$ cat config.mk
export PLATFORM = sky130hd
export DESIGN_NAME = cg4_queue
export DESIGN_NICKNAME = d
export VERILOG_FILES = /design/src/hw/rtl/cg4_pkg.sv /design/src/hw/rtl/cg4_queue.sv
export SDC_FILE = /design/constraint.sdc
export NUM_CORES = 1
export LEC_CHECK = 0
export BUFFER_PORTS_ARGS = -buffer_cell sky130_fd_sc_hd__clkbuf_2
export CORE_AREA = 5 5 183 202
export CTS_CLUSTER_SIZE = 10
export DETAILED_ROUTE_END_ITERATION = 6
export DIE_AREA = 0 0 188 207
export SYNTH_ARGS = -nofsm -noshare
export SYNTH_HDL_FRONTEND = slang
export SYNTH_SLANG_ARGS = --single-unit
$ cat constraint.sdc
create_clock -name clk -period 8.3 [get_ports clk]
set_input_delay 0.83 -clock clk [delete_from_list [all_inputs] [get_ports clk]]
set_output_delay 0.83 -clock clk [all_outputs]
set_load 0.1 [all_outputs]
$ cat src/hw/rtl/cg4_pkg.sv
package cg4_pkg;

  // Depth of the queue between front and back
  localparam int QDEPTH = 4;
  localparam int QAW    = $clog2(QDEPTH);
  localparam int QCW    = $clog2(QDEPTH + 1);

  // Register indexes on the config port
  localparam logic [1:0] CFG_FRAME_WIDTH  = 2'd0;
  localparam logic [1:0] CFG_FRAME_HEIGHT = 2'd1;

  localparam logic [10:0] WIDTH_RESET  = 11'd640;
  localparam logic [12:0] HEIGHT_RESET = 13'd480;
  localparam logic [12:0] HEIGHT_MIN   = 13'd3;
  localparam logic [12:0] HEIGHT_MAX   = 13'd4096;

  // Direction codes
  localparam logic [2:0] DIR_HORZ = 3'd0;
  localparam logic [2:0] DIR_DIAG = 3'd1;
  localparam logic [2:0] DIR_VERT = 3'd6;
  localparam logic [2:0] DIR_ANTI = 3'd7;

  // x/3 == (x*683)>>11 for x in 0..765
  localparam logic [19:0] DIV3_RECIP = 20'd683;

  typedef struct packed {
    logic main;      // result for (r-1, c-1)
    logic interior;  // that result has a full window
    logic side;      // right border result for (r-1, W-1)
    logic bottom;    // bottom row result for (r, c)
    logic last;      // last pixel of frame
  } cg4_flags_t;

  typedef struct packed {
    logic [11:0] row;
    logic [9:0]  col;
    cg4_flags_t  flags;
  } cg4_tag_t;

  typedef struct packed {
    logic [7:0] tl;
    logic [7:0] ml;
    logic [7:0] bl;
    logic [7:0] tm;
    logic [7:0] bm;
    logic [7:0] tr;
    logic [7:0] mr;
    logic [7:0] br;
    cg4_tag_t   tag;
  } cg4_item_t;

  typedef struct packed {
    logic [9:0] gx;
    logic [9:0] gd;
    logic [9:0] gy;
    logic [9:0] gi;
  } cg4_grad_t;

  typedef struct packed {
    logic [7:0] qx;
    logic [7:0] qd;
    logic [7:0] qy;
    logic [7:0] qi;
  } cg4_quot_t;

  function automatic logic [9:0] sum3(input logic [7:0] a, input logic [7:0] b,
                                      input logic [7:0] c);
    return 10'(a) + 10'(b) + 10'(c);
  endfunction

  function automatic logic [9:0] absdiff(input logic [9:0] p, input logic [9:0] n);
    return (p >= n) ? (p - n) : (n - p);
  endfunction

  function automatic logic [7:0] div3(input logic [9:0] a);
    logic [19:0] prod;
    prod = 20'(a) * DIV3_RECIP;
    return prod[18:11];
  endfunction

endpackage

$ cat src/hw/rtl/cg4_queue.sv
module cg4_queue (
  input  logic                    clk,
  input  logic                    rst_n,
  input  logic                    push,
  input  cg4_pkg::cg4_item_t      push_item,
  input  logic                    pop,
  output cg4_pkg::cg4_item_t      head_item,
  output logic [cg4_pkg::QCW-1:0] count
);
  import cg4_pkg::*;

  cg4_item_t      mem_r [QDEPTH];
  logic [QAW-1:0] wr_ptr_r, wr_ptr_nxt;
  logic [QAW-1:0] rd_ptr_r, rd_ptr_nxt;
  logic [QCW-1:0] count_r, count_nxt;

  always_comb begin
    wr_ptr_nxt = push ? ((wr_ptr_r == QAW'(QDEPTH - 1)) ? '0 : wr_ptr_r + QAW'(1)) : wr_ptr_r;
    rd_ptr_nxt = pop  ? ((rd_ptr_r == QAW'(QDEPTH - 1)) ? '0 : rd_ptr_r + QAW'(1)) : rd_ptr_r;
    count_nxt  = count_r + QCW'(push) - QCW'(pop);
  end

  always_ff @(posedge clk) begin
    if (!rst_n) begin
      wr_ptr_r <= '0;
      rd_ptr_r <= '0;
      count_r  <= '0;
    end else begin
      wr_ptr_r <= wr_ptr_nxt;
      rd_ptr_r <= rd_ptr_nxt;
      count_r  <= count_nxt;
    end
  end

  always_ff @(posedge clk) begin
    if (push) begin
      mem_r[wr_ptr_r] <= push_item;
    end
  end

  assign head_item = mem_r[rd_ptr_r];
  assign count     = count_r;

endmodule

==> results.ini, run 1 <==
[run_status]
status = completed

[worst_setup_path]
crit_type = reg -> out
worstPathMaxFanout = 46
worstPathRequired_ns = 7.47
path_buf_inv = 2
worst_setup_path_start_kind = flop
max_stage_delay_ns = 1.00
cp-end-kind = output port
crit_path_top_delay_cell = dfxtp_4
arrival_ns = 3.48
cp_cell_sequence = buf_4 -> mux4_2 -> clkbuf_2
cp_top_family = buffers and inverters

[power]
p_total_mw = 4.63
switchingPower_mw = 1.31
clockPowerShare = 0.365
power_density_mw_per_mm2 = 286
seq_power_share = 0.472
p_leak_nw = 5.48
peakVddDrop_mv = 0.190
p_sw_frac = 0.282
p_int_mw = 3.33
p_comb_frac = 0.163

[timing]
fin_tns_setup_ns = 0
finalClockSkew_ns = 0.00959
setup_viol = 0
period_minus_slack_ns = 4.31
drv_slew = 0
fin_crit_sh = 0.519
fin_ws_ns = 3.99
rsz0062_at_grt = false
relSlewSlack = 0.182
max_freq_mhz = 232
final_hold_viol_count = 0
worst_pin_slew_ns = 1.23

[placed_design]
place_ws_ns = 4.36
port_buffers = 188
gp_congestion = 0.682
dp.cells = 1134
place_hpwl_um = 15000

[synthesis]
synthTopCellsByArea = edfxtp_1 (80%), mux4_2 (15%), buf_12 (1.3%), dfxtp_1 (1.3%), ha_1 (0.64%)
yosys.cell_count.top_type = edfxtp_1
syn_nets = 619
syn_avg_cell_area_um2 = 26.5
ys_seq_area_frac = 0.813
ys_top_cells_by_count = edfxtp_1 (364), mux4_2 (91), buf_12 (9), buf_2 (9), dfxtp_1 (9)
synth_top_area_frac = 0.800
ys_seq_elements = 373
synth_area_mm2 = 0.0137
yosys.area.top_type = edfxtp_1
synth-edff-count = 364
ys_types = 17
ys.flop_type = edfxtp_1
async_reset_ff_frac = 0
netlist_instances = 516
yosysWarnings = 0

[clock_network]
h-tree-depth = 2
cts_root_buf = clkbuf_16
cts_buffers = 44
clockBufferDepth = 3
cts_tree = yes
clock-sinks = 373
clk_pin_slew_ns = 0.06
ctsHoldBuffers = 0
post_cts_resized = 0
clk_latency_ns = 0.52
postCtsSetupBuffers = 0

[layout]
area.growth.synth_to_final_pct = 18.8
fillers = 2894
register_area_mm2 = 0.0111
diodes = 0
final_cells = 1200
multi_input_area_mm2 = 0.00230
nNetsFinal = 839
drive_above_1_share = 0.454

[floorplan]
ios = 189
dieWidth_um = 188
rows = 72
start_util = 0.393
die_area_mm2 = 0.0389
die_y_um = 207
core_mm2 = 0.0348

[hold_path]
hp-class = reg -> reg

[route]
vias = 6097
ant_nets = 0
dr.pass1.iters = 4
wl_um = 26200
dr.first_iter.drc_count = 356
wl_per_cell_um = 21.8
drc_errors = 0
avgViaCountPerCell = 5.08

[global_routing]
antenna_found_initial = 1
grt_use_total = 0.134
grt_max_degree = 77
grt_overflow = 0
first_global_vias = 6961
grt_pass1_wl_um = 40500

[flow_run]
max_cap_viol_count = 0

[worst paths after layout]
path                   end  depth (start not counted)  slack [ns]         from
max reg2reg   mem_r[1][89]                          3        5.97  wr_ptr_r[0]
min reg2reg           flop                          2        0.51  rd_ptr_r[0]
max          head_item[44]                          3        3.99         flop
min                   flop                          2        0.51  rd_ptr_r[0]
[cells by family after synthesis]
family,after synthesis,share of synthesized area
AND/OR/NAND/NOR,13,0.00559
XOR/XNOR,1,0.00165
multiplexers,93,0.152
AO/OA/AOI/OAI,2,0.000733
flip-flops,373,0.813
buffers and inverters,26,0.0192
adder cells (fa/ha/maj),8,0.00788
[cells in the final DEF (no fill, tap or decap), types with 2 or more instances in the layout]
cell,count
and2_4,4
clkbuf_2,188
nor2_1,4
clkbuf_1,16
edfxtp_1,364
nand2b_1,2
dfxtp_1,7
dfxtp_4,2
or3b_2,2
buf_4,6
a21oi_1,2
clkbuf_16,45
mux2i_1,2
mux4_2,91
inv_1,6
ha_1,7
clkinv_2,3
[metrics by stage]
stage	cell area, um2	utilization	hold slack (ns)
global placement	15000	0.431	0.478
CTS	16200	0.467	0.486
floorplan	13700	-	0.476
finish	16200	0.467	0.513
global route	16200	0.467	0.496
detailed placement	15000	0.431	0.506
[power by group through the flow]
stage               Clock (mW)  Combinational (mW)  Sequential, mW
finish                    1.69               0.754            2.19
floorplan                    0               0.614            2.24
CTS                       1.74               0.765            2.19
detailed placement           0               0.764            2.23
global route              1.82               0.783            2.20
global placement             0               0.754            2.22
[state kept, by name (all words and copies together) (netlist names), named ones only]
signal,flops
mem_r,364
count,3
rd_ptr_r,2
wr_ptr_r,2
[layer usage]
layer / wire length, um / part of all wire / GRT usage / up-vias
li1: - / - / - / 2661
met1: 10500 / 0.40 / 0.166 / 3184
met2: 13300 / 0.51 / 0.228 / 199
met3: 1880 / 0.072 / 0.0412 / 51
met4: 564 / 0.022 / 0.0380 / 2
met5: 13 / 0.00050 / 0 / -
[cell type report]
class,count,area share
clock inverter,4,0.00278
timing repair buffer,194,0.0608
multi-input combinational,117,0.142
inverter,6,0.00139
tap,444,0.0342
sequential,373,0.685
clock buffer,62,0.0740
[worst min-delay path: stages (launching register included)]
cell and delay, ns:
dfxtp_1 0.32, nand2b_1 0.07, a21oi_1 0.07
Power figures use the tool's default switching activity.
==> run 2: changes to the inputs <==
--- a/config.mk
+++ b/config.mk
@@ -5,11 +5,12 @@
 export SDC_FILE = /design/constraint.sdc
 export NUM_CORES = 1
 export LEC_CHECK = 0
+export ABC_AREA = 1
 export BUFFER_PORTS_ARGS = -buffer_cell sky130_fd_sc_hd__clkbuf_2
-export CORE_AREA = 5 5 183 202
+export CORE_AREA = 5 5 189 209
 export CTS_CLUSTER_SIZE = 10
 export DETAILED_ROUTE_END_ITERATION = 6
-export DIE_AREA = 0 0 188 207
+export DIE_AREA = 0 0 194 214
 export SYNTH_ARGS = -nofsm -noshare
 export SYNTH_HDL_FRONTEND = slang
 export SYNTH_SLANG_ARGS = --single-unit
==> constraint.sdc (replaced) <==
create_clock -name clk -period 3.85 [get_ports clk]
set_input_delay 0.385 -clock clk [delete_from_list [all_inputs] [get_ports clk]]
set_output_delay 0.385 -clock clk [all_outputs]
set_load 0.1 [all_outputs]
==> run 2 against run 1 <==
Against the previous run: clock skew is 0.0019 ns higher; routed wire length is 11% higher; count of clock-buffer cells in the layout fell by 3; highest routed layer unchanged.
==> results.ini, run 2 <==
[clock_network]
clk_pin_slew_ns = 0.06
clock-sinks = 373
h-tree-depth = 2
postCtsSetupBuffers = 0
cts_tree = yes
post_cts_resized = 0
cts_buffers = 43
cts_root_buf = clkbuf_16
ctsHoldBuffers = 0
clockBufferDepth = 3
clk_latency_ns = 0.52

[layout]
regMostFlops = mem_r
design_area_mm2 = 0.0173
area.growth.synth_to_final_pct = 17.9
final_cell_mix = edfxtp_1 (364), inv_1 (193), nand2_1 (192), clkbuf_2 (188)
nNetsFinal = 1406
final_cells = 1812
drive_above_1_share = 0.191
largest_reg_flops = 364
final_common_cell = edfxtp_1

[timing]
max_freq_mhz = 349
period_minus_slack_ns = 2.86
drv_slew = 0
finalClockSkew_ns = 0.0115
worst_pin_slew_ns = 0.815
fin_crit_sh = 0.744
fin_ws_ns = 0.985
fin_tns_setup_ns = 0
final_hold_viol_count = 0
relSlewSlack = 0.456
rsz0062_at_grt = false
setup_viol = 0

[global_routing]
antenna_found_initial = 3
grt_use_total = 0.138
first_global_vias = 8506
grt_max_degree = 135
grt_overflow = 0
grt_pass1_wl_um = 46400

[synthesis]
synthTopCellsByArea = edfxtp_1 (75%), inv_1 (5.0%), nand2_1 (4.9%), o211ai_1 (4.7%), a21oi_1 (3.2%)
ys_seq_area_frac = 0.758
syn_nets = 1221
synth-edff-count = 364
yosys.area.top_type = edfxtp_1
yosys.cell_count.top_type = edfxtp_1
yosysWarnings = 0
synth_area_mm2 = 0.0147
ys.flop_type = edfxtp_1
netlist_instances = 1118
ys_types = 13
syn_avg_cell_area_um2 = 13.1
ys_seq_elements = 373
synth_top_area_frac = 0.746
ys_top_cells_by_count = edfxtp_1 (364), inv_1 (197), nand2_1 (192)
async_reset_ff_frac = 0

[power]
p_int_mw = 7.04
switchingPower_mw = 3.09
power_density_mw_per_mm2 = 586
p_leak_nw = 6.74
p_total_mw = 10.1
p_sw_frac = 0.305
clockPowerShare = 0.347
seq_power_share = 0.466
p_comb_frac = 0.187
peakVddDrop_mv = 0.432

[worst_setup_path]
worstPathMaxFanout = 55
ff2ff_setup_slack_ns = 1.84
arrival_ns = 2.48
r2r-start = wr_ptr_r[0]
crit_type = reg -> out
worstPathRequired_ns = 3.46
reg2reg_to = mem_r[0][28]
rr_worst_depth = 5
cp-end-kind = output port
worst_setup_path_start_kind = flop

[hold_path]
whs_path_depth = 1
hold_start = push_item[65]
hold_end = mem_r[1][65]
hp-class = in -> reg

[placed_design]
gp_congestion = 0.714
port_buffers = 188
placed_cell_area_mm2 = 0.0161
place_ws_ns = 1.49
dp.cells = 1752
place_hpwl_um = 17000

[route]
dr.pass1.iters = 4
vias = 8518
drc_errors = 0
wl_um = 29100
avgViaCountPerCell = 4.70
ant_nets = 0
dr.first_iter.drc_count = 530
wl_per_cell_um = 16.1

[floorplan]
ios = 189
dieWidth_um = 194
start_util = 0.397
die_area_mm2 = 0.0415
die_y_um = 214
rows = 74
core_mm2 = 0.0369

[run_status]
status = completed

[flow_run]
max_cap_viol_count = 0

run 2: changes by cell type in the layout (fill, tap and decap cells not counted), moves of 3 or more:
cell | before | now
nand2_1 | 0 | 192
inv_1 | 6 | 193
o21ai_0 | 0 | 94
a21oi_1 | 2 | 94
mux4_2 | 91 | 0
o211ai_1 | 0 | 91
buf_12 | 0 | 8
and2_4 | 4 | 0
inv_4 | 0 | 4
nor2_1 | 4 | 8
clkinv_2 | 3 | 0
run 2: power by group through the flow:
stage / combinational, mW / sequential [mW] / clock [mW]
2_1_floorplan: 1.49 / 4.84 / 0
3_3_place_gp: 1.91 / 4.80 / 0
3_5_place_dp: 1.92 / 4.80 / 0
4_1_cts: 1.92 / 4.72 / 3.62
5_1_grt: 2.00 / 4.74 / 3.79
6_report: 1.89 / 4.72 / 3.51
run 2: critical path, cell delays in order (launching register included):
cell and delay [ns]:
dfxtp_4 0.79, buf_4 0.43, o211ai_1 0.14, nand2_1 0.13, clkbuf_2 0.47
run 2: cell type report:
cell class	count	area [um2]
inverters	197	749
repair buffers	200	1130
flip-flops and latches	373	11100
fillers	3278	19700
well taps	494	618
multi-input cells	488	2490
clock buffers	59	1180
diodes	1	2.50
run 2: layer usage:
layer,track usage,share of wire,up-vias
met4,0.0377,0.020,4
met3,0.0374,0.055,46
met1,0.175,0.43,4073
li1,-,-,4246
met5,0,0.00093,-
met2,0.235,0.49,149
run 2: cell families after synthesis:
kind of cell,count (synthesis),share of synthesized area
buf+inv,257,0.0725
fa+ha+maj,8,0.00734
compound gates,279,0.111
flops,373,0.758
simple gates,201,0.0515
run 2: worst max path at each step:
stage / to / cells past startpoint / slack, ns / start
2_1_floorplan: mem_r[2][0] / 4 / 1.06 / wr_ptr_r[0]
3_3_place_gp: head_item[4] / 4 / 1.50 / flop
3_5_place_dp: head_item[4] / 4 / 1.49 / flop
4_1_cts: head_item[4] / 4 / 0.90 / flop
5_1_grt: head_item[8] / 5 / 0.81 / flop
6_report: head_item[4] / 4 / 0.99 / flop
run 2: metrics by stage:
stage	util	hold slack, ns
after CTS	0.468	0.0344
after global placement	0.436	0.480
after global routing	0.468	0.0486
final	0.468	0.0737
after floorplan	-	0.469
after detailed placement	0.436	0.488
