<file path="config.mk">
export PLATFORM = sky130hd
export DESIGN_NAME = cg4_back
export DESIGN_NICKNAME = d
export VERILOG_FILES = /design/src/hw/rtl/cg4_pkg.sv /design/src/hw/rtl/cg4_back.sv
export SDC_FILE = /design/constraint.sdc
export NUM_CORES = 1
export LEC_CHECK = 0
export BUFFER_PORTS_ARGS = -buffer_cell sky130_fd_sc_hd__buf_2
export CORE_UTILIZATION = 61
export DETAILED_ROUTE_END_ITERATION = 10
export PLACE_DENSITY = 0.88
export SYNTH_ARGS = -nofsm -noshare
export SYNTH_HDL_FRONTEND = slang
export SYNTH_SLANG_ARGS = --single-unit
export TNS_END_PERCENT = 30
</file>
<file path="constraint.sdc">
create_clock -name clk -period 8.2 [get_ports clk]
set_clock_uncertainty 0.2 [all_clocks]
set_input_delay 1.64 -clock clk [delete_from_list [all_inputs] [get_ports clk]]
set_output_delay 1.64 -clock clk [all_outputs]
set_load 0.01 [all_outputs]
</file>
<file path="src/hw/rtl/cg4_pkg.sv">
package cg4_pkg;

  // Depth of the queue between front and back
  localparam int QDEPTH = 4;
  localparam int QAW    = $clog2(QDEPTH);
  localparam int QCW    = $clog2(QDEPTH + 1);

  // Register indexes on the config port
  localparam logic [1:0] CFG_FRAME_WIDTH  = 2'd0;
  localparam logic [1:0] CFG_FRAME_HEIGHT = 2'd1;

  localparam logic [10:0] WIDTH_RESET  = 11'd640;
  localparam logic [12:0] HEIGHT_RESET = 13'd480;
  localparam logic [12:0] HEIGHT_MIN   = 13'd3;
  localparam logic [12:0] HEIGHT_MAX   = 13'd4096;

  // Direction codes
  localparam logic [2:0] DIR_HORZ = 3'd0;
  localparam logic [2:0] DIR_DIAG = 3'd1;
  localparam logic [2:0] DIR_VERT = 3'd6;
  localparam logic [2:0] DIR_ANTI = 3'd7;

  // x/3 == (x*683)>>11 for x in 0..765
  localparam logic [19:0] DIV3_RECIP = 20'd683;

  typedef struct packed {
    logic main;      // result for (r-1, c-1)
    logic interior;  // that result has a full window
    logic side;      // right border result for (r-1, W-1)
    logic bottom;    // bottom row result for (r, c)
    logic last;      // last pixel of frame
  } cg4_flags_t;

  typedef struct packed {
    logic [11:0] row;
    logic [9:0]  col;
    cg4_flags_t  flags;
  } cg4_tag_t;

  typedef struct packed {
    logic [7:0] tl;
    logic [7:0] ml;
    logic [7:0] bl;
    logic [7:0] tm;
    logic [7:0] bm;
    logic [7:0] tr;
    logic [7:0] mr;
    logic [7:0] br;
    cg4_tag_t   tag;
  } cg4_item_t;

  typedef struct packed {
    logic [9:0] gx;
    logic [9:0] gd;
    logic [9:0] gy;
    logic [9:0] gi;
  } cg4_grad_t;

  typedef struct packed {
    logic [7:0] qx;
    logic [7:0] qd;
    logic [7:0] qy;
    logic [7:0] qi;
  } cg4_quot_t;

  function automatic logic [9:0] sum3(input logic [7:0] a, input logic [7:0] b,
                                      input logic [7:0] c);
    return 10'(a) + 10'(b) + 10'(c);
  endfunction

  function automatic logic [9:0] absdiff(input logic [9:0] p, input logic [9:0] n);
    return (p >= n) ? (p - n) : (n - p);
  endfunction

  function automatic logic [7:0] div3(input logic [9:0] a);
    logic [19:0] prod;
    prod = 20'(a) * DIV3_RECIP;
    return prod[18:11];
  endfunction

endpackage

</file>
<file path="src/hw/rtl/cg4_back.sv">
module cg4_back (
  input  logic                    clk,
  input  logic                    rst_n,
  input  cg4_pkg::cg4_item_t      head_item,
  input  logic [cg4_pkg::QCW-1:0] q_count,
  output logic                    q_pop,
  output logic                    out_valid,
  input  logic                    out_stall,
  output logic [7:0]              out_magnitude,
  output logic [2:0]              out_direction,
  output logic [9:0]              out_col,
  output logic [11:0]             out_row,
  output logic                    out_frame_last
);
  import cg4_pkg::*;

  // stage A: absolute mask sums
  logic      a_valid_r, a_valid_nxt;
  cg4_grad_t a_grad_r, grad_now;
  cg4_tag_t  a_tag_r;
  // stage B: divided by three
  logic      b_valid_r, b_valid_nxt;
  cg4_quot_t b_quot_r;
  cg4_tag_t  b_tag_r;
  // emit sequencer: one result per cycle from a word while the output is not stalled
  logic [2:0]  pend_r, pend_nxt, pend_low, pend_left;
  logic [7:0]  s_mag_r, best;
  logic [2:0]  s_dir_r, best_dir;
  logic [11:0] s_row_r;
  logic [9:0]  s_col_r;
  logic        s_last_r;
  // output register
  logic        out_valid_r, out_valid_nxt;
  logic [7:0]  out_mag_r;
  logic [2:0]  out_dir_r;
  logic [9:0]  out_col_r;
  logic [11:0] out_row_r;
  logic        out_last_r;

  logic q_nonempty, a_ready, b_ready, s_load, out_free, emit;

  always_comb begin
    grad_now.gx = absdiff(sum3(head_item.tr, head_item.mr, head_item.br),
                          sum3(head_item.tl, head_item.ml, head_item.bl));
    grad_now.gd = absdiff(sum3(head_item.tm, head_item.tr, head_item.mr),
                          sum3(head_item.ml, head_item.bl, head_item.bm));
    grad_now.gy = absdiff(sum3(head_item.bl, head_item.bm, head_item.br),
                          sum3(head_item.tl, head_item.tm, head_item.tr));
    grad_now.gi = absdiff(sum3(head_item.mr, head_item.bm, head_item.br),
                          sum3(head_item.tl, head_item.tm, head_item.ml));
  end

  // largest wins, ties go to the earlier direction; without a full window zero, horizontal
  always_comb begin
    best     = b_quot_r.qx;
    best_dir = DIR_HORZ;
    if (b_quot_r.qd > best) begin
      best     = b_quot_r.qd;
      best_dir = DIR_DIAG;
    end
    if (b_quot_r.qy > best) begin
      best     = b_quot_r.qy;
      best_dir = DIR_VERT;
    end
    if (b_quot_r.qi > best) begin
      best     = b_quot_r.qi;
      best_dir = DIR_ANTI;
    end
    if (!b_tag_r.flags.interior) begin
      best     = '0;
      best_dir = DIR_HORZ;
    end
  end

  always_comb begin
    out_free   = !out_valid_r || !out_stall;
    emit       = out_free && (pend_r != '0);
    pend_low   = pend_r & (~pend_r + 3'd1);
    pend_left  = emit ? (pend_r & ~pend_low) : pend_r;
    s_load     = b_valid_r && (pend_left == '0);
    pend_nxt   = s_load ? {b_tag_r.flags.bottom, b_tag_r.flags.side, b_tag_r.flags.main}
                        : pend_left;
    b_ready    = !b_valid_r || s_load;
    a_ready    = !a_valid_r || b_ready;
    q_nonempty = (q_count != '0);
    q_pop      = q_nonempty && a_ready;
    a_valid_nxt   = a_ready ? q_nonempty : a_valid_r;
    b_valid_nxt   = b_ready ? a_valid_r : b_valid_r;
    out_valid_nxt = out_free ? (pend_r != '0) : out_valid_r;
  end

  always_ff @(posedge clk) begin
    if (!rst_n) begin
      a_valid_r   <= 1'b0;
      b_valid_r   <= 1'b0;
      pend_r      <= '0;
      out_valid_r <= 1'b0;
    end else begin
      a_valid_r   <= a_valid_nxt;
      b_valid_r   <= b_valid_nxt;
      pend_r      <= pend_nxt;
      out_valid_r <= out_valid_nxt;
    end
  end

  always_ff @(posedge clk) begin
    if (q_pop) begin
      a_grad_r <= grad_now;
      a_tag_r  <= head_item.tag;
    end
    if (b_ready) begin
      b_quot_r.qx <= div3(a_grad_r.gx);
      b_quot_r.qd <= div3(a_grad_r.gd);
      b_quot_r.qy <= div3(a_grad_r.gy);
      b_quot_r.qi <= div3(a_grad_r.gi);
      b_tag_r     <= a_tag_r;
    end
    if (s_load) begin
      s_mag_r  <= best;
      s_dir_r  <= best_dir;
      s_row_r  <= b_tag_r.row;
      s_col_r  <= b_tag_r.col;
      s_last_r <= b_tag_r.flags.last;
    end
    if (emit) begin
      // order: window result, right border, bottom row
      if (pend_r[0]) begin
        out_mag_r  <= s_mag_r;
        out_dir_r  <= s_dir_r;
        out_col_r  <= s_col_r - 10'd1;
        out_row_r  <= s_row_r - 12'd1;
        out_last_r <= 1'b0;
      end else if (pend_r[1]) begin
        out_mag_r  <= '0;
        out_dir_r  <= DIR_HORZ;
        out_col_r  <= s_col_r;
        out_row_r  <= s_row_r - 12'd1;
        out_last_r <= 1'b0;
      end else begin
        out_mag_r  <= '0;
        out_dir_r  <= DIR_HORZ;
        out_col_r  <= s_col_r;
        out_row_r  <= s_row_r;
        out_last_r <= s_last_r;
      end
    end
  end

  assign out_valid      = out_valid_r;
  assign out_magnitude  = out_mag_r;
  assign out_direction  = out_dir_r;
  assign out_col        = out_col_r;
  assign out_row        = out_row_r;
  assign out_frame_last = out_last_r;

endmodule

</file>
==> results.sh, run 1 <==
export IMPL_area_growth_pct=8.45
export IMPL_final_setup_tns_ps=0
export IMPL_syn_avg_cell_area_sq_um=10.9
export IMPL_synthDistinctLibCells=68
export IMPL_post_cts_buffers=0
export IMPL_dieArea_sq_um=34500
export IMPL_initial_core_util_pct=62.6
export IMPL_yosysTopAreaCell="edfxtp_1"
export IMPL_totalWireLength_um=44600
export IMPL_io_buffers=132
export IMPL_design_portCount=133
export IMPL_ant_nets=0
export IMPL_r2r_slack_ps=2040
export IMPL_tightest_slew_ps=1210
export IMPL_cts_root_buf="clkbuf_16"
export IMPL_die_x_um=186
export IMPL_cp_arrival_ps=6230
export IMPL_setup_viol=0
export IMPL_place_ws_ps=1600
export IMPL_insertion_delay_ps=450
export IMPL_cts_tree="built"
export IMPL_status="complete, no violations"
export IMPL_cts_resized=0
export IMPL_dpl_hpwl_um=37000
export IMPL_htree_levels=4
export IMPL_wire_per_inst_um=18.0
export IMPL_clockBufferDepth=2
export IMPL_path_clk_slew_ps=80
export IMPL_crit_cells=19
export IMPL_crit_family="compound AO/OA/AOI/OAI gates"
export IMPL_cts_buffers=17
export IMPL_clock_sinks=198
export IMPL_fmax_mhz=160
export IMPL_synthFlopType="edfxtp_1"
export IMPL_grt_usage_pct=27.1
export IMPL_finalHoldViolCount=0
export IMPL_final_common_cell="ha_1"
export IMPL_grt_pass1_vias=15200
export IMPL_timing_rr_end="s_mag_r[1]"
export IMPL_path_class="in -> reg"
export IMPL_firstDrtPassIters=8
export IMPL_setup_slack_ps=1950
export IMPL_netlist_instances=1895
export IMPL_antenna_found_initial=1
export IMPL_synth_top_cells_by_area="edfxtp_1 28%, ha_1 24%, fa_1 15%"
export IMPL_num_rows=66
export IMPL_min_period_ps=6250
export IMPL_fp_dieH_um=186
export IMPL_fin_crit_sh_pct=76.2
export IMPL_fin_nets=2674
export IMPL_hp_class="reg -> reg"
export IMPL_yosysSeqAreaShare_pct=28.6
export IMPL_drcViolationCount=0
export IMPL_yosys_warnings=0
export IMPL_endpoint="a_grad_r[14]"
export IMPL_viasPerCell=5.74
export IMPL_holdWs_ps=218
export IMPL_crit_start="head_item[59]"
export IMPL_synth_edf_count=192
export IMPL_synth_seq_cells=198
export IMPL_rsz0062_at_grt="false"
export IMPL_layout_drive_gt1_share_pct=9.02
export IMPL_utilization_pct=67.9
export IMPL_synth_cell_area_sq_um=20600
export IMPL_end_kind="register"
export IMPL_syn_num_nets=2541
export IMPL_slew_headroom_pct=19.2
export IMPL_overflow=0
export IMPL_start_kind="primary input"
export IMPL_crit_fanout=9
export IMPL_final_cell_mix="400 x ha_1, 306 x inv_1, 192 x edfxtp_1, 149 x fa_1, 132 x buf_2"
export IMPL_crit_chain="buf_2, ha_1, fa_1, a21o_1, a21oi_1, o21bai_1, a21oi_1, xnor2_1, ha_1, or2_2, o31ai_1, xnor2_1, ha_1, nand4_1, a31oi_1, nor2b_1, o21ai_1, mux2i_1, xnor2_1"
export IMPL_gp_congestion=1.01
export IMPL_async_flop_share_pct=0
export IMPL_critPathBufInv=1
export IMPL_slowest_stage="o21ai_1"
export IMPL_r2r_start="b_quot_r[17]"
export IMPL_required_ps=8180
export IMPL_synth_top_cell_area_share_pct=28.0
export IMPL_max_stage_delay_ps=810
export IMPL_grt_max_degree=69
export IMPL_drt_iter0_drc=836
export IMPL_core_area_sq_um=32900
export IMPL_reg2reg_depth=23
export IMPL_cts_hold_buffers=0
export IMPL_grt_pass1_wl_um=72900
export IMPL_vias=14300
export IMPL_maxCapViolations=0
export IMPL_drv_slew=0
==> cell families (layout without fill, tap and decap cells) <==
kind of cell / count (synthesis) / after routing / share of synthesized area (%)
fa+ha+maj: 550 / 550 / 38.9
buf+inv: 329 / 475 / 6.12
other cells: 0 / 1 / 0
compound gates: 328 / 328 / 10.2
flops: 198 / 198 / 28.6
mux: 54 / 54 / 2.68
simple gates: 283 / 283 / 6.98
xor+xnor: 153 / 153 / 6.51
==> worst min path at each step <==
stage | startpoint | slack, ps | end | cells past startpoint
floorplan | a_tag_r[0] | 200 | b_tag_r[0] | 0
global placement | b_tag_r[7] | 200 | s_col_r[2] | 0
detailed placement | a_tag_r[20] | 200 | b_tag_r[20] | 0
CTS | b_tag_r[26] | 220 | s_row_r[11] | 0
global route | b_tag_r[12] | 220 | s_col_r[7] | 0
finish | b_tag_r[26] | 220 | s_row_r[11] | 0
==> metrics by stage <==
step	cells	instance area, sq um
6_report	2484	22300
5_1_grt	2483	22300
4_1_cts	2483	22300
3_5_place_dp	2451	21700
3_3_place_gp	2451	21700
2_1_floorplan	1895	20600
==> state kept, by name, summed over array words and instances, names as in the netlist <==
signal,cells
a_grad_r,40
a_tag_r,27
a_valid_r,1
b_quot_r,32
b_tag_r,27
b_valid_r,1
out_col,10
out_direction,2
out_frame_last,1
out_magnitude,8
out_row,12
out_valid,1
pend_r,3
s_col_r,10
s_dir_r,2
s_last_r,1
s_mag_r,8
s_row_r,12
==> cell type report <==
cell class	instances	area [sq um]
antenna	1	2.50
clock buffer	17	425
clock inverter	15	155
fill	2415	10600
inverter	308	1160
multi-input combinational	1368	13400
sequential	198	5890
tap	442	553
timing repair buffer	135	683
==> cell usage after synthesis, drive strengths merged (6+ instances only) <==
| cell type | number |
|---|---|
| or2 | 7 |
| nand2 | 52 |
| a21oi | 95 |
| o21a | 21 |
| nand3 | 11 |
| nor3 | 20 |
| dfxtp | 6 |
| mux2 | 8 |
| or3 | 8 |
| nand2b | 16 |
| a31oi | 15 |
| edfxtp | 192 |
| o21bai | 22 |
| and2 | 17 |
| o221ai | 9 |
| xnor2 | 89 |
| xor2 | 64 |
| nor2b | 41 |
| ha | 400 |
| fa | 149 |
| nor2 | 73 |
| inv | 307 |
| buf | 10 |
| clkbuf | 11 |
| nand4 | 21 |
| a21boi | 8 |
| o211ai | 8 |
| o21ai | 64 |
| a21o | 48 |
| mux2i | 46 |
==> per-layer routing <==
| layer | GRT usage [%] | wire length (um) | share of wire, % |
|---|---|---|---|
| met1 | 31.2 | 18400 | 41 |
| met2 | 50.0 | 22500 | 50 |
| met3 | 3.83 | 1940 | 4.4 |
| met4 | 11.8 | 1720 | 3.9 |
| met5 | 0 | 14 | 0.031 |
==> worst register-to-register path: cells and delay by family (launching register included) <==
family,cells,cell delay (ps)
simple gates,4,800
buf+inv,1,210
mux,2,720
fa+ha+maj,3,920
compound gates,13,2660
flops,1,440
Power of run 1 is not shown: default switching activity piles up to over one toggle a cycle in this logic, so the estimate is an artifact.
==> run 2, diff against run 1 <==
--- a/config.mk
+++ b/config.mk
@@ -5,8 +5,9 @@
 export SDC_FILE = /design/constraint.sdc
 export NUM_CORES = 1
 export LEC_CHECK = 0
+export ABC_AREA = 1
 export BUFFER_PORTS_ARGS = -buffer_cell sky130_fd_sc_hd__buf_2
-export CORE_UTILIZATION = 61
+export CORE_UTILIZATION = 58
 export DETAILED_ROUTE_END_ITERATION = 10
 export PLACE_DENSITY = 0.88
 export SYNTH_ARGS = -nofsm -noshare
==> constraint.sdc (replaced) <==
create_clock -name clk -period 5.5 [get_ports clk]
set_clock_uncertainty 0.2 [all_clocks]
set_input_delay 1.1 -clock clk [delete_from_list [all_inputs] [get_ports clk]]
set_output_delay 1.1 -clock clk [all_outputs]
set_load 0.01 [all_outputs]
==> run 2 against run 1 <==
Against the previous run:
- global-route usage fell by 0.53 points
- area after synthesis up 9.5%
- register-to-register slack got worse by 1300 ps
- die area up 15%
- largest cell class unchanged
==> results.sh, run 2 <==
export IMPL_dieArea_sq_um=39600
export IMPL_grt_pass1_vias=17600
export IMPL_drcViolationCount=0
export IMPL_fillers=2966
export IMPL_synth_top_cell_area_share_pct=25.6
export IMPL_status="complete, no violations"
export IMPL_wire_per_inst_um=16.1
export IMPL_fmax_mhz=199
export IMPL_num_rows=71
export IMPL_yosys_warnings=0
export IMPL_antenna_found_initial=1
export IMPL_core_area_sq_um=37900
export IMPL_crit_fanout=7
export IMPL_dpl_hpwl_um=43400
export IMPL_tightest_slew_ps=987
export IMPL_cp_arrival_ps=5040
export IMPL_ys_top_cells_by_count="479 x inv_1, 453 x nand2_1, 400 x ha_1, 192 x edfxtp_1, 191 x a21oi_1"
export IMPL_syn_avg_cell_area_sq_um=8.93
export IMPL_overflow=0
export IMPL_synth_edf_count=192
export IMPL_rsz0062_at_grt="false"
export IMPL_layout_drive_gt1_share_pct=8.33
export IMPL_area_growth_pct=8.17
export IMPL_max_stage_delay_ps=410
export IMPL_cts_tree="built"
export IMPL_clock_sinks=198
export IMPL_syn_num_nets=3170
export IMPL_firstDrtPassIters=7
export IMPL_vias=17400
export IMPL_netlist_instances=2524
export IMPL_post_cts_buffers=0
export IMPL_synth_cell_area_sq_um=22500
export IMPL_synth_top_cells_by_area="edfxtp_1 26%, ha_1 22%, fa_1 13%"
export IMPL_grt_max_degree=68
export IMPL_async_flop_share_pct=0
export IMPL_cts_root_buf="clkbuf_16"
export IMPL_totalWireLength_um=51100
export IMPL_largest_register="a_grad_r"
export IMPL_cts_buffers=17
export IMPL_io_buffers=132
export IMPL_drt_iter0_drc=979
export IMPL_slowest_stage="fa_1"
export IMPL_die_x_um=199
export IMPL_ant_nets=0
export IMPL_grt_usage_pct=26.6
export IMPL_viasPerCell=5.46
export IMPL_slew_headroom_pct=34.0
export IMPL_yosysTopAreaCell="edfxtp_1"
export IMPL_final_setup_tns_ps=0
export IMPL_diodes=0
export IMPL_multi_input_area_sq_um=14600
export IMPL_initial_core_util_pct=59.4
export IMPL_synthFlopType="edfxtp_1"
export IMPL_crit_chain="buf_2, ha_1, fa_1, nand3_1, nand2_1, a21oi_1, nor2_1, nor2_1, xor2_1, inv_1, ha_1, inv_1, o311ai_1, xor2_1, inv_1, ha_1, nand2_1, nor2_2, nand2_1, nand3_2, nor2_1, o21ai_2, buf_4, o21ai_2"
export IMPL_fin_nets=3299
export IMPL_regArea_sq_um=5890
export IMPL_crit_family="adder cells"
export IMPL_gp_congestion=1.02
export IMPL_synth_seq_cells=198
export IMPL_yosysSeqAreaShare_pct=26.1
export IMPL_finalHoldViolCount=0
export IMPL_hp_class="reg -> reg"
export IMPL_final_common_cell="inv_1"
export IMPL_fp_dieH_um=199
export IMPL_setup_viol=0
export IMPL_required_ps=5510
export IMPL_maxCapViolations=0
export IMPL_drv_slew=0
export IMPL_cts_hold_buffers=0
export IMPL_fin_crit_sh_pct=91.5
export IMPL_synth_most_common_cell="inv_1"
export IMPL_reg_largest_list="a_grad_r: 40 flops, b_quot_r: 32 flops"
export IMPL_start_kind="primary input"
export IMPL_clockBufferDepth=2
export IMPL_htree_levels=4
export IMPL_grt_pass1_wl_um=83100
export IMPL_synthDistinctLibCells=42
export IMPL_largest_reg_flops=40
export IMPL_final_cell_mix="478 x inv_1, 451 x nand2_1, 400 x ha_1, 192 x edfxtp_1, 191 x a21oi_1"
export IMPL_critPathBufInv=5
export IMPL_design_portCount=133
export IMPL_insertion_delay_ps=450
export IMPL_end_kind="register"
export IMPL_path_clk_slew_ps=90
export IMPL_path_class="in -> reg"
export IMPL_min_period_ps=5030
run 2: cell types whose count changed after synthesis, moves of 51 or more:
| cell | before | now |
|---|---|---|
| inv_1 | 307 | 479 |
| a21oi_1 | 95 | 191 |
| xor2_1 | 64 | 122 |
| nand2_1 | 52 | 453 |
| nand3_1 | 11 | 94 |
| xnor2_1 | 89 | 38 |
run 2: per-layer routing:
| layer | track usage [%] | part of all wire (%) |
|---|---|---|
| met1 | 31.1 | 41 |
| met2 | 49.5 | 51 |
| met3 | 2.85 | 4.2 |
| met4 | 10.5 | 3.6 |
| met5 | 0 | 0.025 |
run 2: metrics by stage:
stage / hold slack, ps / instances / setup slack (ps) / utilization (%) / cell area [sq um]
finish: 213 / 3177 / 468 / 64.2 / 24400
global route: 219 / 3177 / 119 / 64.2 / 24400
CTS: 214 / 3177 / 496 / 64.2 / 24400
detailed placement: 205 / 3145 / 34.9 / 62.5 / 23700
global placement: 202 / 3145 / 102 / 62.5 / 23700
floorplan: 200 / 2524 / 535 / - / 22500
run 2: cell type report:
type                    instances  area share [%]
clock inverters                15           0.986
inverters                     482            7.42
flip-flops and latches        198            24.2
multi-input cells            1811            60.0
repair buffers                143            3.05
clock buffers                  17            1.75
well taps                     511            2.62
run 2: kinds of logic (layout without fill, tap and decap cells):
kind of cell	after synthesis	in the layout	synth area share [%]
xor+xnor	160	160	6.22
compound gates	364	364	9.23
simple gates	738	738	14.0
fa+ha+maj	549	549	35.5
buf+inv	515	657	8.99
flops	198	198	26.1
run 2: what timing repair did:
action	CTS	global route
resized for setup	0	1
endpoints found under the hold margin	0	0
setup endpoints to repair	0	2
run 2: path summary, 6_finish.rpt:
kind | start | endpoint | slack [ps] | cells after the start
max | head_item[59] | a_grad_r[2] | 470 | 24
max reg2reg | b_quot_r[31] | s_mag_r[1] | 730 | 30
min reg2reg | b_tag_r[8] | s_col_r[3] | 210 | 0
min | b_tag_r[8] | s_col_r[3] | 210 | 0
Power of run 2 is left out for the same reason.
==> run 3, diff against run 2 <==
==> constraint.sdc (replaced) <==
create_clock -name clk -period 5.5 [get_ports clk]
set_clock_uncertainty 0.2 [all_clocks]
set_input_delay 0.275 -clock clk [delete_from_list [all_inputs] [get_ports clk]]
set_output_delay 0.275 -clock clk [all_outputs]
set_load 0.01 [all_outputs]
==> run 3 against run 2 <==
Against the previous run:
- non-clock buffer count rose by 24
- wire length is 4.7% higher
- register-to-register slack worse by 200 ps
- flip-flop and latch count unchanged
==> results.sh, run 3 (synthesis gave the netlist of run 2 again) <==
export IMPL_num_rows=71
export IMPL_core_area_sq_um=37900
export IMPL_crit_cells=30
export IMPL_drcViolationCount=0
export IMPL_cts_hold_buffers=30
export IMPL_rsz0062_at_grt="false"
export IMPL_overflow=0
export IMPL_path_class="reg -> reg"
export IMPL_reg_largest_list="a_grad_r: 40 flops, b_quot_r: 32 flops"
export IMPL_slew_headroom_pct=45.0
export IMPL_antenna_found_initial=0
export IMPL_status="complete, no violations"
export IMPL_post_cts_buffers=0
export IMPL_reg2reg_depth=30
export IMPL_r2r_slack_ps=530
export IMPL_tightest_slew_ps=824
export IMPL_drv_slew=0
export IMPL_dp_cells=3139
export IMPL_setup_slack_ps=531
export IMPL_cts_buffers=17
export IMPL_hp_class="in -> reg"
export IMPL_fmax_mhz=201
export IMPL_crit_fanout=18
export IMPL_worstHoldEndpoint="pend_r[2]"
export IMPL_final_cell_mix="478 x inv_1, 452 x nand2_1, 400 x ha_1, 192 x edfxtp_1, 191 x a21oi_1"
export IMPL_cts_tree="built"
export IMPL_final_common_cell="inv_1"
export IMPL_timing_rr_end="s_mag_r[1]"
export IMPL_maxCapViolations=0
export IMPL_fin_nets=3323
export IMPL_area_growth_pct=9.26
export IMPL_fin_crit_sh_pct=90.3
export IMPL_place_ws_ps=599
export IMPL_final_setup_tns_ps=0
export IMPL_end_kind="register"
export IMPL_fp_dieH_um=199
export IMPL_crit_path_frequent_cell="nand2_1"
export IMPL_grt_pass1_vias=18300
export IMPL_clock_sinks=198
export IMPL_gp_congestion=1.00
export IMPL_initial_core_util_pct=59.4
export IMPL_finalHoldViolCount=0
export IMPL_min_path_cells=5
export IMPL_critPathBufInv=5
export IMPL_setup_viol=0
export IMPL_hold_start="out_stall"
export IMPL_firstDrtPassIters=6
export IMPL_diodes=0
export IMPL_largest_reg_flops=40
export IMPL_clockBufferDepth=2
export IMPL_crit_family="simple AND/OR/NAND/NOR gates"
export IMPL_vias=17800
export IMPL_dpl_hpwl_um=44100
export IMPL_r2r_start="b_quot_r[30]"
export IMPL_grt_usage_pct=27.9
export IMPL_start_kind="register"
export IMPL_design_portCount=133
export IMPL_grt_pass1_wl_um=87400
export IMPL_finalNonFillerCells=3201
export IMPL_insertion_delay_ps=460
export IMPL_totalWireLength_um=53500
export IMPL_drt_iter0_drc=1072
export IMPL_cts_root_buf="clkbuf_16"
export IMPL_die_x_um=199
export IMPL_min_period_ps=4970
export IMPL_dieArea_sq_um=39600
export IMPL_htree_levels=4
export IMPL_max_stage_delay_ps=360
export IMPL_grt_max_degree=44
export IMPL_io_buffers=132
export IMPL_slowest_stage="edfxtp_1"
export IMPL_viasPerCell=5.55
export IMPL_path_clk_slew_ps=90
export IMPL_cts_resized=0
export IMPL_layout_drive_gt1_share_pct=7.99
export IMPL_required_ps=5520
export IMPL_ant_nets=0
export IMPL_wire_per_inst_um=16.7
export IMPL_cp_arrival_ps=4990
export IMPL_largest_register="a_grad_r"
-- run 3: cell types whose count changed in the layout (fill, tap and decap cells not counted) --
cell | previous run | this run
nand2_2 | 11 | 10
dlygate4sd3_1 | 0 | 30
inv_16 | 5 | 2
inv_8 | 3 | 2
nand2_1 | 451 | 452
inv_12 | 0 | 6
buf_4 | 11 | 5
clkinv_8 | 6 | 4
-- run 3: worst max path at each step --
stage | start | to
after floorplan | head_item[59] | a_grad_r[2]
after global placement | head_item[59] | a_grad_r[9]
after detailed placement | head_item[59] | a_grad_r[9]
after CTS | b_quot_r[30] | s_mag_r[1]
after global routing | b_quot_r[25] | s_mag_r[2]
final | b_quot_r[30] | s_mag_r[1]
-- run 3: layout make-up --
class	instances	area, sq um
multi-input cells	1811	14600
fillers	2986	13300
flip-flops and latches	198	5890
inverters	482	1810
repair buffers	167	998
well taps	511	639
clock buffers	17	425
clock inverters	15	234
-- run 3: per-stage QoR --
stage	util (%)	instance area (sq um)	hold slack (ps)
6_report	64.9	24600	187
5_1_grt	64.9	24600	225
4_1_cts	64.9	24600	113
3_5_place_dp	62.4	23700	205
3_3_place_gp	62.4	23700	200
2_1_floorplan	-	22500	174
-- run 3: metal layers --
layer,wire length (um),track usage [%],up-vias,part of all wire (%)
met5,0,0,-,0
li1,-,-,8593,-
met3,2420,3.22,143,4.5
met2,27600,51.9,638,52
met4,2120,12.1,0,4.0
met1,21400,32.0,8379,40
-- run 3: tightest hold or removal path, stage by stage --
cell and delay (ps):
buf_2 100, nand2_1 60, inv_1 100, o21ai_2 190
a21oi_1 80
Power of run 3 is left out for the same reason.
